## src/hrsp_pkg.sv

```systemverilog
// ----------------------------------------------------------------------------
// hrsp_pkg
// Shared types and constants of the HTTP response size parser: request and
// result payloads, the end-of-buffer summary, outcome codes, character codes.
// ----------------------------------------------------------------------------
package hrsp_pkg;

    localparam int SIZE_BITS  = 32;
    localparam int COUNT_BITS = 16;
    localparam int CFG_BITS   = 16;

    localparam logic [CFG_BITS-1:0]   MAX_HEADER_RESET = CFG_BITS'(8190);
    localparam logic [COUNT_BITS-1:0] STATUS_LEN       = COUNT_BITS'(12);
    localparam logic [3:0]            NAME_LEN         = 4'd14;

    // Character codes
    localparam logic [7:0] CH_CR    = 8'h0D;
    localparam logic [7:0] CH_LF    = 8'h0A;
    localparam logic [7:0] CH_SP    = 8'h20;
    localparam logic [7:0] CH_TAB   = 8'h09;
    localparam logic [7:0] CH_COLON = 8'h3A;
    localparam logic [7:0] CH_ZERO  = 8'h30;
    localparam logic [7:0] CH_NINE  = 8'h39;
    localparam logic [7:0] CH_UP_A  = 8'h41;
    localparam logic [7:0] CH_UP_Z  = 8'h5A;

    typedef enum logic [1:0] {
        OUT_INCOMPLETE = 2'd0,
        OUT_ERROR      = 2'd1,
        OUT_COMPLETE   = 2'd2
    } t_outcome;

    typedef struct packed {
        logic [7:0] data_byte;
        logic       last_byte;
    } t_in_req;

    typedef struct packed {
        t_outcome             outcome;
        logic [SIZE_BITS-1:0] total_size;
        logic [9:0]           status_code;
    } t_out_req;

    // Parser state at the end of one buffer
    typedef struct packed {
        logic                  over_limit;
        logic                  status_valid;
        logic                  header_done;
        logic                  length_found;
        logic [9:0]            status_value;
        logic [SIZE_BITS-1:0]  length_value;
        logic [COUNT_BITS-1:0] header_end_pos;
    } t_snap;

    // Fixed bytes of the status line; positions five and seven are free
    function automatic logic [7:0] status_char(input logic [3:0] pos);
        logic [7:0] c;
        unique case (pos)
            4'd0:    c = 8'h48; // H
            4'd1:    c = 8'h54; // T
            4'd2:    c = 8'h54; // T
            4'd3:    c = 8'h50; // P
            4'd4:    c = 8'h2F; // /
            4'd6:    c = 8'h2E; // .
            4'd8:    c = 8'h20; // space
            default: c = 8'h00;
        endcase
        return c;
    endfunction

    // Lower-case header name to match
    function automatic logic [7:0] name_char(input logic [3:0] pos);
        logic [7:0] c;
        unique case (pos)
            4'd0:    c = 8'h63; // c
            4'd1:    c = 8'h6F; // o
            4'd2:    c = 8'h6E; // n
            4'd3:    c = 8'h74; // t
            4'd4:    c = 8'h65; // e
            4'd5:    c = 8'h6E; // n
            4'd6:    c = 8'h74; // t
            4'd7:    c = 8'h2D; // -
            4'd8:    c = 8'h6C; // l
            4'd9:    c = 8'h65; // e
            4'd10:   c = 8'h6E; // n
            4'd11:   c = 8'h67; // g
            4'd12:   c = 8'h74; // t
            4'd13:   c = 8'h68; // h
            default: c = 8'h00;
        endcase
        return c;
    endfunction

endpackage

```

## src/hrsp_byte_parser.sv

```systemverilog
// ----------------------------------------------------------------------------
// hrsp_byte_parser
// Per-byte state update: status line check, header line name match,
// Content-Length value, header end search. Captures a summary on the last
// byte of a buffer and clears its state for the next one.
// ----------------------------------------------------------------------------
module hrsp_byte_parser import hrsp_pkg::*; (
    input  logic          i_clk,
    input  logic          i_rst_n,
    input  logic          i_cfg_we,
    input  logic [15:0]   i_cfg_wdata,
    input  logic          i_in_valid,
    input  t_in_req       i_in_data,
    output logic          o_in_stall,
    input  logic          i_snap_take,
    output logic          o_snap_valid,
    output t_snap         o_snap
);

    logic [CFG_BITS-1:0]   r_max_header_bytes;
    logic [COUNT_BITS-1:0] r_byte_count,   n_byte_count;
    logic [1:0]            r_crlf,         n_crlf;
    logic                  r_status_ok,    n_status_ok;
    logic [9:0]            r_status_value, n_status_value;
    logic                  r_colon_seen,   n_colon_seen;
    logic                  r_skip,         n_skip;
    logic [3:0]            r_name_pos,     n_name_pos;
    logic                  r_name_match,   n_name_match;
    logic                  r_length_found, n_length_found;
    logic [SIZE_BITS-1:0]  r_length_value, n_length_value;
    logic                  r_value_stop,   n_value_stop;
    logic [COUNT_BITS-1:0] r_header_end,   n_header_end;
    logic                  r_header_done,  n_header_done;
    logic                  r_snap_valid;
    t_snap                 r_snap,         n_snap;

    logic                  w_accept;
    logic [7:0]            w_b;
    logic                  w_prev_cr;
    logic [7:0]            w_lc;
    logic                  w_digit;
    logic [3:0]            w_dval;
    logic [SIZE_BITS+3:0]  w_len_wide;
    logic [13:0]           w_status_wide;

    assign o_in_stall   = r_snap_valid && !i_snap_take;
    assign w_accept     = i_in_valid && !o_in_stall;
    assign w_b          = i_in_data.data_byte;
    assign w_prev_cr    = r_crlf[0];
    assign w_lc         = (w_b >= CH_UP_A && w_b <= CH_UP_Z) ? w_b + 8'd32 : w_b;
    assign w_digit      = (w_b >= CH_ZERO && w_b <= CH_NINE);
    assign w_dval       = 4'(w_b - CH_ZERO);
    assign w_len_wide   = (SIZE_BITS+4)'({r_length_value, 3'b000})
                        + (SIZE_BITS+4)'({r_length_value, 1'b0})
                        + (SIZE_BITS+4)'(w_dval);
    assign w_status_wide = 14'({r_status_value, 3'b000}) + 14'({r_status_value, 1'b0})
                         + 14'(w_dval);

    // Next state for one byte
    always_comb begin
        n_byte_count   = r_byte_count;
        n_crlf         = r_crlf;
        n_status_ok    = r_status_ok;
        n_status_value = r_status_value;
        n_colon_seen   = r_colon_seen;
        n_skip         = r_skip;
        n_name_pos     = r_name_pos;
        n_name_match   = r_name_match;
        n_length_found = r_length_found;
        n_length_value = r_length_value;
        n_value_stop   = r_value_stop;
        n_header_end   = r_header_end;
        n_header_done  = r_header_done;

        // Count bytes, saturate
        if (r_byte_count != '1) begin
            n_byte_count = r_byte_count + 1'b1;
        end

        // Status line
        if (r_byte_count < COUNT_BITS'(9)) begin
            if (r_byte_count != COUNT_BITS'(5) && r_byte_count != COUNT_BITS'(7)
                && w_b != status_char(r_byte_count[3:0])) begin
                n_status_ok = 1'b0;
            end
        end else if (r_byte_count < STATUS_LEN) begin
            if (w_digit) begin
                n_status_value = w_status_wide[9:0];
            end else begin
                n_status_ok = 1'b0;
            end
        end

        if (!r_header_done) begin
            // Bare CR ends the value or spoils the name
            if (w_prev_cr && w_b != CH_LF) begin
                if (!r_colon_seen) begin
                    n_name_match = 1'b0;
                end else begin
                    n_value_stop = 1'b1;
                end
            end

            // Header line fields
            if (w_b == CH_LF && w_prev_cr) begin
                if (r_colon_seen && r_name_match && r_name_pos == NAME_LEN
                    && !r_length_found) begin
                    n_length_found = 1'b1;
                end
                n_colon_seen = 1'b0;
                n_skip       = 1'b0;
                n_name_pos   = '0;
                n_name_match = 1'b1;
                n_value_stop = 1'b0;
            end else if (w_b == CH_CR) begin
                // hold
            end else if (!r_colon_seen) begin
                if (w_b == CH_COLON) begin
                    n_colon_seen = 1'b1;
                    n_skip       = 1'b1;
                end else if (r_name_pos < NAME_LEN) begin
                    if (w_lc != name_char(r_name_pos)) begin
                        n_name_match = 1'b0;
                    end
                    n_name_pos = r_name_pos + 1'b1;
                end else begin
                    n_name_match = 1'b0;
                end
            end else if (r_name_match && r_name_pos == NAME_LEN && !r_length_found
                         && !n_value_stop) begin
                if (r_skip && (w_b == CH_SP || w_b == CH_TAB)) begin
                    // skip leading blank
                end else begin
                    n_skip = 1'b0;
                    if (w_digit) begin
                        if (w_len_wide[SIZE_BITS+3:SIZE_BITS] != 4'd0) begin
                            n_length_value = '1;
                        end else begin
                            n_length_value = w_len_wide[SIZE_BITS-1:0];
                        end
                    end else begin
                        n_value_stop = 1'b1;
                    end
                end
            end

            // Header end search
            if (w_b == CH_CR) begin
                n_crlf = (r_crlf == 2'd2) ? 2'd3 : 2'd1;
            end else if (w_b == CH_LF) begin
                if (r_crlf == 2'd3) begin
                    n_header_done = 1'b1;
                    n_header_end  = n_byte_count;
                    n_crlf        = 2'd0;
                end else begin
                    n_crlf = (r_crlf == 2'd1) ? 2'd2 : 2'd0;
                end
            end else begin
                n_crlf = 2'd0;
            end
        end

        // Summary at end of buffer
        n_snap.over_limit     = !n_header_done
                              && (CFG_BITS+COUNT_BITS)'(n_byte_count)
                                 >= (CFG_BITS+COUNT_BITS)'(r_max_header_bytes);
        n_snap.status_valid   = n_status_ok && n_byte_count >= STATUS_LEN;
        n_snap.header_done    = n_header_done;
        n_snap.length_found   = n_length_found;
        n_snap.status_value   = n_status_value;
        n_snap.length_value   = n_length_value;
        n_snap.header_end_pos = n_header_end;
    end

    // Configuration register
    always_ff @(posedge i_clk) begin
        if (!i_rst_n) begin
            r_max_header_bytes <= MAX_HEADER_RESET;
        end else if (i_cfg_we) begin
            r_max_header_bytes <= i_cfg_wdata;
        end
    end

    // Advance state on each request, clear after the last byte
    always_ff @(posedge i_clk) begin
        if (!i_rst_n || (w_accept && i_in_data.last_byte)) begin
            r_byte_count   <= '0;
            r_crlf         <= 2'd0;
            r_status_ok    <= 1'b1;
            r_status_value <= '0;
            r_colon_seen   <= 1'b0;
            r_skip         <= 1'b0;
            r_name_pos     <= '0;
            r_name_match   <= 1'b1;
            r_length_found <= 1'b0;
            r_length_value <= '0;
            r_value_stop   <= 1'b0;
            r_header_end   <= '0;
            r_header_done  <= 1'b0;
        end else if (w_accept) begin
            r_byte_count   <= n_byte_count;
            r_crlf         <= n_crlf;
            r_status_ok    <= n_status_ok;
            r_status_value <= n_status_value;
            r_colon_seen   <= n_colon_seen;
            r_skip         <= n_skip;
            r_name_pos     <= n_name_pos;
            r_name_match   <= n_name_match;
            r_length_found <= n_length_found;
            r_length_value <= n_length_value;
            r_value_stop   <= n_value_stop;
            r_header_end   <= n_header_end;
            r_header_done  <= n_header_done;
        end
    end

    // Summary register
    always_ff @(posedge i_clk) begin
        if (!i_rst_n) begin
            r_snap_valid <= 1'b0;
        end else if (w_accept && i_in_data.last_byte) begin
            r_snap_valid <= 1'b1;
        end else if (i_snap_take) begin
            r_snap_valid <= 1'b0;
        end
    end

    always_ff @(posedge i_clk) begin
        if (w_accept && i_in_data.last_byte) begin
            r_snap <= n_snap;
        end
    end

    assign o_snap_valid = r_snap_valid;
    assign o_snap       = r_snap;

endmodule

```

## src/hrsp_result_stage.sv

```systemverilog
// ----------------------------------------------------------------------------
// hrsp_result_stage
// Turns the end-of-buffer summary into outcome, total size and status code,
// and holds the result request until the receiver takes it.
// ----------------------------------------------------------------------------
module hrsp_result_stage import hrsp_pkg::*; (
    input  logic     i_clk,
    input  logic     i_rst_n,
    input  logic     i_snap_valid,
    input  t_snap    i_snap,
    output logic     o_snap_take,
    output logic     o_out_valid,
    input  logic     i_out_stall,
    output t_out_req o_out_data
);

    logic                 r_out_valid;
    t_out_req             r_out_data, n_out_data;
    logic [SIZE_BITS-1:0] w_base;
    logic [SIZE_BITS-1:0] w_add;
    logic [SIZE_BITS:0]   w_sum;

    assign o_snap_take = !r_out_valid || !i_out_stall;

    assign w_base = SIZE_BITS'(i_snap.header_end_pos);
    assign w_add  = i_snap.length_found ? i_snap.length_value : '0;
    assign w_sum  = {1'b0, w_base} + {1'b0, w_add};

    // Pick the outcome; limit first, then status, then header end
    always_comb begin
        n_out_data.total_size  = '0;
        n_out_data.status_code = i_snap.status_valid ? i_snap.status_value : 10'd0;
        priority if (i_snap.over_limit) begin
            n_out_data.outcome = OUT_ERROR;
        end else if (!i_snap.status_valid) begin
            n_out_data.outcome = i_snap.header_done ? OUT_ERROR : OUT_INCOMPLETE;
        end else if (!i_snap.header_done) begin
            n_out_data.outcome = OUT_INCOMPLETE;
        end else begin
            n_out_data.outcome    = OUT_COMPLETE;
            n_out_data.total_size = w_sum[SIZE_BITS] ? '1 : w_sum[SIZE_BITS-1:0];
        end
    end

    // Result register
    always_ff @(posedge i_clk) begin
        if (!i_rst_n) begin
            r_out_valid <= 1'b0;
        end else if (o_snap_take) begin
            r_out_valid <= i_snap_valid;
        end
    end

    always_ff @(posedge i_clk) begin
        if (o_snap_take && i_snap_valid) begin
            r_out_data <= n_out_data;
        end
    end

    assign o_out_valid = r_out_valid;
    assign o_out_data  = r_out_data;

    // Outcome is one of the three defined codes
    a_outcome_code: assert property (@(posedge i_clk) disable iff (!i_rst_n)
        r_out_valid |-> (r_out_data.outcome == OUT_INCOMPLETE
                         || r_out_data.outcome == OUT_ERROR
                         || r_out_data.outcome == OUT_COMPLETE))
        else $error("undefined outcome code");

    // Size is reported only for a complete header
    a_size_zero: assert property (@(posedge i_clk) disable iff (!i_rst_n)
        (r_out_valid && r_out_data.outcome != OUT_COMPLETE) |-> r_out_data.total_size == '0)
        else $error("total size set without complete header");

    // A summary that is not taken stays pending
    a_snap_held: assert property (@(posedge i_clk) disable iff (!i_rst_n)
        (i_snap_valid && !o_snap_take) |=> i_snap_valid)
        else $error("summary dropped while result held");

    // A held result does not change
    a_out_held: assert property (@(posedge i_clk) disable iff (!i_rst_n)
        (r_out_valid && i_out_stall) |=> (r_out_valid && $stable(r_out_data)))
        else $error("stalled result changed");

endmodule

```

## src/http_response_size_parser_unit.sv

```systemverilog
// ----------------------------------------------------------------------------
// http_response_size_parser_unit
// HTTP response size parser: one byte per request, one result per buffer.
// ----------------------------------------------------------------------------
// Feed the bytes of one buffered HTTP response, one byte per request, and
// mark the final byte with last_byte; one result request follows each marked
// byte and the next byte starts a new buffer. The block takes one byte every
// cycle unless stalled: each byte updates a small set of parser registers.
// The result passes the summary register, then the result register. Input
// stalls only when a summary and a result are both held and the result side
// stalls. The user writes max_header_bytes via i_cfg_we / i_cfg_wdata only
// while no buffer is in progress; the block itself does not enforce this.
// ----------------------------------------------------------------------------
module http_response_size_parser_unit import hrsp_pkg::*; (
    input  logic        i_clk,
    input  logic        i_rst_n,
    input  logic        i_cfg_we,
    input  logic [15:0] i_cfg_wdata,
    input  logic        i_in_valid,
    input  t_in_req     i_in_data,
    output logic        o_in_stall,
    output logic        o_out_valid,
    input  logic        i_out_stall,
    output t_out_req    o_out_data
);

    logic  w_snap_valid;
    logic  w_snap_take;
    t_snap w_snap;

    // Byte parser and summary register
    hrsp_byte_parser u_parser (
        .i_clk        (i_clk),
        .i_rst_n      (i_rst_n),
        .i_cfg_we     (i_cfg_we),
        .i_cfg_wdata  (i_cfg_wdata),
        .i_in_valid   (i_in_valid),
        .i_in_data    (i_in_data),
        .o_in_stall   (o_in_stall),
        .i_snap_take  (w_snap_take),
        .o_snap_valid (w_snap_valid),
        .o_snap       (w_snap)
    );

    // Outcome and result register
    hrsp_result_stage u_result (
        .i_clk        (i_clk),
        .i_rst_n      (i_rst_n),
        .i_snap_valid (w_snap_valid),
        .i_snap       (w_snap),
        .o_snap_take  (w_snap_take),
        .o_out_valid  (o_out_valid),
        .i_out_stall  (i_out_stall),
        .o_out_data   (o_out_data)
    );

endmodule

```

## config.mk

```make
export PLATFORM = sky130hd
export DESIGN_NAME = http_response_size_parser_unit
export DESIGN_NICKNAME = d
export VERILOG_FILES = /design/src/hrsp_pkg.sv /design/src/hrsp_byte_parser.sv /design/src/hrsp_result_stage.sv /design/src/http_response_size_parser_unit.sv
export SDC_FILE = /design/constraint.sdc
export NUM_CORES = 1
export LEC_CHECK = 0
export ABC_AREA = 0
export BUFFER_PORTS_ARGS = -buffer_cell sky130_fd_sc_hd__buf_4
export CORE_MARGIN = 5
export CORE_UTILIZATION = 35
export CTS_CLUSTER_DIAMETER = 50
export CTS_CLUSTER_SIZE = 20
export DETAILED_ROUTE_END_ITERATION = 8
export GPL_TIMING_DRIVEN = 0
export MAX_ROUTING_LAYER = met4
export SLEW_MARGIN = 20
export SYNTH_ARGS = -nofsm -noshare
export SYNTH_HDL_FRONTEND = slang
export SYNTH_SLANG_ARGS = --single-unit
export TNS_END_PERCENT = 50
```

## constraint.sdc

```tcl
create_clock -name i_clk -period 9.7 [get_ports i_clk]
set_input_delay 0.485 -clock i_clk [delete_from_list [all_inputs] [get_ports i_clk]]
set_output_delay 0.485 -clock i_clk [all_outputs]
set_load 0.005 [all_outputs]
```

# Word-level counts from Yosys, hierarchy flattened
# Memories as Yosys holds them, arrays and structs flattened. A register that Yosys moved wholly into a read port is not among the register bits.
# Index checks and enable logic that the tools add are counted.
# word_totals
elab_cells,197
output_inout_bits,46
latch_bits,0
mem_bits_rw,0
mem_count,1
in_bits,30
mem_bits_ro,112
regBits,211
# mem_list
memory,words,word_bits,read_ports,rd_ports_with_merged_regs,write_ports,line,rtl
(no name shown),16,7,1,1,0,hrsp_pkg.sv:74,unique case (pos)
# op_classes
n_mux,82
div_mod_pow,0
n_addsub,9
reduce_logical,41
order_cmp,9
n_bitwise,3
mul,0
shift,0
n_eq_ne,26
# ops
cell,count
32-bit 2-to-1 mux,10
16-bit 2-to-1 mux,5
8-bit 2-to-1 mux,8
7-bit one-hot mux with 6 select lines,1
1-bit 2-to-1 mux,41
35-bit by 33-bit adder with 36-bit output,1
36-bit by 4-bit adder with 36-bit output,1
16-bit by 32-bit adder with 33-bit output,1
16-bit by 4-bit < comparator with 1-bit output (second input constant),2
16-bit by 3-bit != test with 1-bit output (second input constant),2
10-bit 2-to-1 mux,3
4-bit 2-to-1 mux,7
8-bit by 4-bit equality test with 1-bit output (second input constant),3
1-bit logical AND,19
16-bit by 1-bit adder with 16-bit output (second input constant),1
8-bit by 6-bit equality test with 1-bit output (second input constant),2
16-bit greater-or-equal comparator,1
16-bit by 4-bit greater-or-equal comparator with 1-bit output (second input constant),1
16-bit != test (second input constant),1
8-bit != test,2
2-bit 2-to-1 mux,7
6-bit AND reduction,2
10-bit adder,1
10-bit by 4-bit adder with 10-bit output,1
29 further kinds,47

# Longest topological paths before layout
# Gate-level depths: netlist of the first run.
# depth
word_depth,14
mapped_depth,16
depth_no_buf,14

# Cells and area by module
# Synthesis of the first run repeated with hierarchy kept, for this count alone.
# unflattened
hier_cells,1584
area_unflattened_um2,14142.3
# by_module_without_submodules
mod,cells_each,seq_area_each_um2,area_each_um2,n_inst
hrsp_byte_parser,1240,4083.9,10806.6,1
hrsp_result_stage,344,1341.3,3335.7,1

# Least setup slack after synthesis of the first run
# OpenSTA, ideal clock, no wires.
# synth_timing
kind,input to register
start,in i_out_stall
end,reg u_result.r_out_data (netlist bit u_result.o_out_data[0]) (enable)
arrival_ps,3721
required_ps,9188
path_slack_ps,5466
setup_ps,512
path_buffers,0
cell_stages,1
cell_sequence,a21boi_0
# synth_via
elab_chain_cells,3
# synth_lines
element,line,rtl
start: declaration,http_response_size_parser_unit.sv:23,"input logic i_out_stall,"
1-bit logical NOT,hrsp_result_stage.sv:23,assign o_snap_take = !r_out_valid || !i_out_stall;
1-bit logical OR,hrsp_result_stage.sv:23,
1-bit logical AND,hrsp_result_stage.sv:55,if (o_snap_take && i_snap_valid) begin
end signal: assignment,hrsp_result_stage.sv:56,r_out_data <= n_out_data;
end: declaration,hrsp_result_stage.sv:18,"t_out_req r_out_data, n_out_data;"
# Every way passes these cells.
# A chain may end at the register's enable or synchronous reset.

# Final worst setup path of the first run
# layout_timing
start,reg u_parser.r_length_value[0]
end,reg u_parser.r_snap (netlist bit u_parser.o_snap[42]) (data pin)
# layout_via
elab_chain_cells,11
# layout_lines
element,line,rtl
start: declaration,hrsp_byte_parser.sv:30,"logic [SIZE_BITS-1:0] r_length_value, n_length_value;"
start signal: assignment,hrsp_byte_parser.sv:210,r_length_value <= n_length_value;
35-bit by 33-bit adder with 36-bit output *,hrsp_byte_parser.sv:54,"+ (SIZE_BITS+4)'({r_length_value, 1'b0})"
36-bit by 4-bit adder with 36-bit output *,hrsp_byte_parser.sv:55,+ (SIZE_BITS+4)'(w_dval);
4-bit nonzero test,hrsp_byte_parser.sv:136,if (w_len_wide[SIZE_BITS+3:SIZE_BITS] != 4'd0) begin
32-bit 2-to-1 mux *,hrsp_byte_parser.sv:136,
32-bit 2-to-1 mux *,hrsp_byte_parser.sv:135,if (w_digit) begin
32-bit 2-to-1 mux *,hrsp_byte_parser.sv:131,if (r_skip && (w_b == CH_SP || w_b == CH_TAB)) begin
32-bit 2-to-1 mux *,hrsp_byte_parser.sv:129,end else if (r_name_match && r_name_pos == NAME_LEN && !r_length_found
32-bit 2-to-1 mux *,hrsp_byte_parser.sv:117,end else if (!r_colon_seen) begin
32-bit 2-to-1 mux *,hrsp_byte_parser.sv:115,end else if (w_b == CH_CR) begin
32-bit 2-to-1 mux *,hrsp_byte_parser.sv:105,if (w_b == CH_LF && w_prev_cr) begin
32-bit 2-to-1 mux *,hrsp_byte_parser.sv:94,if (!r_header_done) begin
via u_parser.n_length_value[26],hrsp_byte_parser.sv:30,
end signal: assignment,hrsp_byte_parser.sv:230,r_snap <= n_snap;
end: declaration,hrsp_byte_parser.sv:35,"t_snap r_snap, n_snap;"
# The timed path passes the listed nets; every way through them passes the cells marked *.

==> metrics.txt, run 1 <==
grt ovf 0; Post-Syn Area per Cell 8.996 um2; Fmax achieved between 200 and 250 MHz; HPWL Detailed approximately 27 mm; Detail Route Antenna Nets 0; layout cells sized above 1 9.945%; Row Count 72; # diodes 0; Sw Pwr approximately 0.52 mW; critical path class flip-flop to flip-flop; Clock Power Share between 40 and 50%; DP Worst Slack 5089 ps; fin worst setup slack ~5300 ps; power per cell area between 100 and 150 mW/mm2; hold buffers post-CTS 0; CP most frequent cell fa_1; first-pass GRT wire length ~57 mm; I/O pins 76; Pins Over Slew Limit 0; Total Routing Usage GR about 16%; register area between 0.005 and 0.006 mm2; WP data required 9960 ps; die height between 200 and 250 um; DR vias/cell about 5.2; Die X roughly 210 um; peak supply drop ~110 uV; CP Launch Type flip-flop; Yosys warnings 0; Vias around 11000; first-pass iteration count of the detailed router 5; area leader, netlist edfxtp_1; clk sinks between 200 and 250; mux cell area share after synthesis approximately 1.8%; Largest stage delay, worst path 540 ps; CTS tree built; number of global-route vias before repair roughly 11000; Clock Tree Buf Depth 3; Reg power frac 48.2%; Slew @ Worst Pin roughly 1000 ps; Synth Area in Simple Gates between 15 and 20%; CP Data Arrival Time 4640 ps; critical-path cell list fa_1 > inv_1 > fa_1 > nor2b_1 > o31a_1 > a2111oi_2 > nor3_1 > o2111ai_1 > o221ai_1 > nand3_1 > a311oi_2 > buf_2 > a21oi_1; Layout Cells excl Fill around 2100; drt total wl between 30 and 40 mm; clock root buffer clkbuf_16; DR iter-0 viols between 600 and 700; final sum of negative setup slack 0 ps; Synth Register Bits about 220; largest cells by area after synthesis edfxtp_1 23%, dfxtp_1 16%, ha_1 11%, a21oi_1 6.6%, nand2_1 4.6%; DR WL/cell about 16 um; Post-synth EDFFs around 110; clk_lat worst skew around 540 ps; clock slew at reported path FFs roughly 70 ps; Critical Path Fanout Max 10; Hold Slack 153.2 ps; initial antenna violation count 0; flop2flop setup slack between 5000 and 6000 ps; CP max stage cell fa_1; Area growth, synth to finish 15.40%; asr flop ratio synth 0%; core area 0.03856 mm2; largest family of logic cells by synthesized area compound AO/OA/AOI/OAI gates; logic gate share of total power ~7.5%; Starting Density approximately a third; Final Cycle Share ~45%; relative slew slack 31.21%; CTS buffer count 24; Final Hold Fails 0; die footprint about 0.043 mm2; Compound-Gate Fraction of Synth Area 18.35%; Internal roughly 1.5 mW; XOR/XNOR share of the synthesized area roughly 5.9%; outcome finished clean; post-synth top area share a little under a quarter; Switching Share between 20 and 30%; Post-DP Area between 0.01 and 0.015 mm2; Placed Cells ~2100; Critical path buffers and inverters 2; fin area about 0.016 mm2; Worst path top cell family by delay compound AO/OA/AOI/OAI gates; Worst Skew around 16 ps; Post-CTS Setup Inserts 0; Final Setup Violations 0; Post-route DRC 0; Yosys cell types 76; Synthesized Nets about 1700; Seq/Total Area, Yosys roughly two fifths; Top FF cell, synth dfxtp_1; MaxCap Viol Count 0; RSZ-0062 raised after global routing false; CTS resizes 0; min-delay worst type input pin to flip-flop; area of the multi-input gates ~0.0077 mm2; Pleak approximately 6.5 nW; Worst Setup End Kind flip-flop; Post-Synth Adder-Cell Area 12.14%; GPL Wtd Cong slightly below 0.9; H-tree Lvls 1; post-layout min period about 4400 ps; nets@finish between 1500 and 2000; Fillers between 3000 and 4000; Netlist Area Pre-Place 0.01360 mm2; IO buf count 71; Gate Count Post-Synth approximately 1500; largest net degree at the start of global routing 60
-- worst paths after layout --
kind / start / cells after the start / endpoint
setup reg to reg: u_parser.r_length_value[0]$_SDFFE_PP0P_ / 13 / u_parser.o_snap[42]$_DFFE_PP_
hold / removal: i_cfg_wdata[12] / 3 / u_parser.r_max_header_bytes[12]$_SDFFE_PN1P_
setup / recovery: u_parser.r_length_value[0]$_SDFFE_PP0P_ / 13 / u_parser.o_snap[42]$_DFFE_PP_
hold reg to reg: u_parser.r_status_value[9]$_SDFFE_PP0P_ / 2 / u_parser.r_status_value[9]$_SDFFE_PP0P_
-- cells in the mapped netlist (9+ instances only) --
| cell | instances |
|---|---|
| o21bai_1 | 10 |
| nand4_1 | 13 |
| nor3_1 | 38 |
| o21a_1 | 12 |
| inv_1 | 57 |
| o211ai_1 | 16 |
| a21o_1 | 23 |
| edfxtp_1 | 106 |
| buf_2 | 9 |
| and3_1 | 12 |
| a21oi_1 | 179 |
| a31oi_1 | 10 |
| ha_1 | 124 |
| dfxtp_1 | 112 |
| xor2_1 | 35 |
| nor2_1 | 139 |
| and2_1 | 36 |
| mux2i_1 | 11 |
| nand2b_1 | 13 |
| clkbuf_1 | 51 |
| nand3_1 | 34 |
| xnor2_1 | 53 |
| o21ai_0 | 91 |
| nor2b_1 | 14 |
| nand2_1 | 165 |
-- cells by family (layout without fill, tap and decap cells) --
logic type	after synthesis	count (layout)
DFF	218	218
AOI/OAI and AO/OA	413	413
xor gates and xnor gates	89	89
muxes	23	23
buffers and inverters	129	246
adders and majority gates	129	129
and+or+nand+nor	511	511
-- sequential cells by signal (all words and copies together), names as in the netlist, 2 cells and up, named ones only --
register	cells
u_result.o_out_data	44
u_parser.o_snap	62
u_parser.r_crlf	2
u_parser.r_length_value	32
u_parser.r_header_end	16
u_parser.r_byte_count	16
u_parser.r_max_header_bytes	16
u_parser.r_status_value	10
u_parser.r_name_pos	4
-- per-layer routing --
layer | vias up | routed length [um] | global-route usage (%) | share of wire, %
li1 | 5636 | - | - | -
met1 | 5291 | 16810 | 22.76 | 49
met2 | 215 | 15810 | 25.26 | 46
met3 | 36 | 1335 | 1.528 | 3.9
met4 | 0 | 582 | 3.602 | 1.7
met5 | - | 0 | - | 0
-- placed cells by master, fill, tap and decap left out, types with 9 or more instances in the layout --
master / synthesis / final
a21oi_1: 179 / 179
nand2_1: 165 / 165
nor2_1: 139 / 139
ha_1: 124 / 124
dfxtp_1: 112 / 112
edfxtp_1: 106 / 106
o21ai_0: 91 / 91
buf_4: 3 / 74
inv_1: 57 / 56
clkbuf_1: 51 / 54
xnor2_1: 53 / 53
nor3_1: 38 / 38
and2_1: 36 / 36
xor2_1: 35 / 35
nand3_1: 34 / 34
clkbuf_16: 0 / 25
a21o_1: 23 / 23
o211ai_1: 16 / 16
nor2b_1: 14 / 14
nand4_1: 13 / 13
nand2b_1: 13 / 13
and3_1: 12 / 12
o21a_1: 12 / 12
mux2i_1: 11 / 11
o21bai_1: 10 / 10
a31oi_1: 10 / 10
buf_2: 9 / 9
-- worst register-to-register path, delay by kind of cell, from the launching register on --
kind,cells,cell delay [ps]
AOI/OAI and AO/OA,6,1470
adders and majority gates,2,1000
and+or+nand+nor,3,850
buffers and inverters,2,420
DFF,1,360
-- final cells by class --
cell class | count | area share (%)
inverters | 58 | 1.403
repair buffers | 74 | 3.922
well taps | 518 | 4.129
plain buffers | 71 | 2.033
flip-flops and latches | 218 | 34.56
multi-input cells | 1165 | 48.74
clock buffers | 29 | 4.145
clock inverters | 14 | 1.060
-- stage by stage --
stage	util [%]	total power, mW
after floorplan	-	1.114
after global placement	38.34	1.167
after detailed placement	38.59	1.172
after CTS	40.71	2.091
after global routing	40.71	2.154
final	40.71	2.068
-- power by group through the flow --
stage                     registers (mW)  clock network [mW]  logic, mW
after detailed placement            1.02                   0      0.154
after global placement              1.02                   0      0.148
final                              0.998               0.916      0.154
after CTS                          0.998               0.938      0.155
after global routing                1.00               0.981      0.174
after floorplan                     1.02                   0     0.0982
(Power assumes the default switching activity.)
==> inputs of run 2 (changes only) <==
==> constraint.sdc (replaced) <==
create_clock -name i_clk -period 3.7 [get_ports i_clk]
set_input_delay 0.185 -clock i_clk [delete_from_list [all_inputs] [get_ports i_clk]]
set_output_delay 0.185 -clock i_clk [all_outputs]
set_load 0.005 [all_outputs]
==> metrics.txt, run 2 (same netlist as run 1, synthesis figures left out) <==
clk_lat worst skew 530 ps (was 540 ps); Hold Path Depth 3 (unchanged); HPWL Detailed 26.93 mm (was 26.91 mm); Pleak 6.612 nW (was 6.466 nW); CTS buffer count 23 (was 24); IO buf count 71 (unchanged); CP Launch Type flip-flop (unchanged); relative slew slack 33.07% (was 31.21%); Final Hold Fails 0 (unchanged); final sum of negative setup slack 0 ps (unchanged); max reg flops 62 (unchanged); first-pass GRT wire length 57.66 mm (was 57.02 mm); Pins Over Slew Limit 0 (unchanged); flop2flop setup slack 50 ps (was 5320 ps); RSZ-0062 raised after global routing true (was false); Area growth, synth to finish 19.30% (was 15.40%); commonest non-fill, non-tap cells in the layout 163 x nand2_1, 159 x a21oi_1, 137 x nor2_1 (was 179 x a21oi_1, 165 x nand2_1, 139 x nor2_1); H-tree Lvls 1 (unchanged); first-pass iteration count of the detailed router 5 (unchanged); Fmax achieved 273.6 MHz (was 228.3 MHz); grt ovf 0 (unchanged); CP Data Arrival Time 3900 ps (was 4640 ps); Pwr Total 5.410 mW (was 2.068 mW); GPL Wtd Cong 0.8823 (was 0.8864); DR iter-0 viols 626 (was 694); # diodes 0 (unchanged); I/O pins 76 (unchanged); clk sinks 218 (unchanged); commonest non-fill, non-tap cell in the layout nand2_1 (was a21oi_1); Core Util, Final 42.09% (was 40.71%); Final Setup Violations 0 (unchanged); power per cell area 333.4 mW/mm2 (was 131.8 mW/mm2); initial antenna violation count 0 (unchanged); largest net degree at the start of global routing 60 (unchanged); Die X 207.1 um (unchanged); critical path class flip-flop to flip-flop (unchanged); Clock Tree Buf Depth 3 (unchanged); Final Cycle Share 98.77% (was 45.15%); die footprint 0.04290 mm2 (unchanged); Reg2Reg Depth 14 (was 13); Detail Route Antenna Nets 0 (unchanged); Post-DP Area 0.01485 mm2 (was 0.01488 mm2); Row Count 72 (unchanged); number of global-route vias before repair 10850 (was 10770); WP data required 3950 ps (was 9960 ps); hold_sp i_in_data[1] (was i_cfg_wdata[12]); Starting Density 35.28% (unchanged); CTS tree built (unchanged); Slew @ Worst Pin 994.8 ps (was 1022 ps); DR WL/cell 16.38 um (was 16.08 um); min-delay worst type input pin to flip-flop (unchanged); clock root buffer clkbuf_16 (unchanged); MaxCap Viol Count 0 (unchanged); Critical Path Fanout Max 6 (was 10); die height 207.1 um (unchanged); peak supply drop 251.9 uV (was 108.2 uV); fin area 0.01623 mm2 (was 0.01570 mm2); worst r2r src u_parser.r_length_value[2]$_SDFFE_PP0P_ (was u_parser.r_length_value[0]$_SDFFE_PP0P_); Hold Slack 69.96 ps (was 153.2 ps); Total Routing Usage GR 16.38% (was 16.10%); Crit. Startpoint u_parser.r_length_value[2]$_SDFFE_PP0P_ (was u_parser.r_length_value[0]$_SDFFE_PP0P_); worst reg2reg path endpoint u_parser.o_snap[42]$_DFFE_PP_ (unchanged); hold endpoint u_parser.r_length_value[0]$_SDFFE_PP0P_ (was u_parser.r_max_header_bytes[12]$_SDFFE_PN1P_); DR vias/cell 5.168 (was 5.206); nets@finish 1791 (was 1771); outcome finished clean (unchanged); post-layout min period 3654 ps (was 4380 ps); Worst Skew 13.30 ps (was 15.76 ps); clock slew at reported path FFs 70 ps (about the same); drt total wl 35.49 mm (was 34.53 mm); Post-route DRC 0 (unchanged); core area 0.03856 mm2 (unchanged); Vias 11200 (was 11180); layout cells sized above 1 14.31% (was 9.945%); Worst Setup End Kind flip-flop (unchanged)
==> run 2: cell types whose count changed in the layout (fill, tap and decap cells not counted), moves of 4 or more <==
cell	previous run	this run
a21oi_1	179	159
a21oi_2	4	23
buf_4	74	81
clkbuf_1	54	42
clkbuf_2	0	5
dfxtp_1	112	99
dfxtp_2	0	12
dlygate4sd3_1	0	17
ha_1	124	118
ha_2	0	4
o21ai_0	91	87
==> run 2: worst max-delay path by stage <==
| stage | endpoint | slack [ps] | depth (start not counted) |
|---|---|---|---|
| final | u_parser.o_snap[42]$_DFFE_PP_ | 50 | 14 |
| after global routing | u_parser.o_snap[46]$_DFFE_PP_ | -50 | 14 |
| after CTS | u_parser.o_snap[61]$_DFFE_PP_ | -80 | 16 |
| after detailed placement | u_parser.o_snap[42]$_DFFE_PP_ | -570 | 14 |
| after global placement | u_result.o_out_data[33]$_SDFFCE_PP0P_ | -560 | 13 |
| after floorplan | u_parser.o_snap[16]$_DFFE_PP_ | 320 | 13 |
==> run 2: layer usage <==
| metal | routed length, um | track usage (%) | up-vias |
|---|---|---|---|
| met3 | 1331 | 1.679 | 32 |
| met5 | 0 | - | - |
| met1 | 17060 | 22.52 | 5266 |
| met4 | 549 | 3.922 | 0 |
| li1 | - | - | 5678 |
| met2 | 16550 | 26.24 | 224 |
==> run 2: timing repair <==
item	in CTS	in global routing
hold buffers	17	0
gates resized for setup	30	59
setup endpoints to repair	97	90
setup buffers	5	3
endpoints found under the hold margin	18	0
cloned	0	2
pin swaps	9	17
==> run 2: cell type report <==
cell class	instances	area, um2
well taps	518	648.1
multi-input cells	1165	7918
repair buffers	100	872.1
clock inverters	18	209.0
inverters	58	220.2
fillers	3774	22330
flip-flops and latches	218	5444
clock buffers	24	579.3
plain buffers	66	336.6
==> run 2: where the power goes <==
| group | internal (mW) | switching, mW |
|---|---|---|
| clock | 1.29 | 1.09 |
| combinational | 0.175 | 0.251 |
| sequential | 2.58 | 0.0307 |
==> run 2: stage by stage <==
step | std cells | setup WS [ps]
floorplan | 1512 | 325.0
global placement | 2101 | -560.9
detailed placement | 2103 | -569.7
CTS | 2167 | -79.35
global route | 2167 | -49.19
finish | 2167 | 45.58
==> run 2: worst max-delay path, cell delays in order (launching register included) <==
cell	delay, ps
dfxtp_4	360
fa_1	480
ha_1	340
a211oi_2	280
o21ai_2	130
a311oi_2	270
buf_4	180
o221ai_2	120
o21ai_1	170
xor2_1	190
nand3_2	160
a311oi_4	250
buf_6	200
buf_8	130
a21oi_1	100
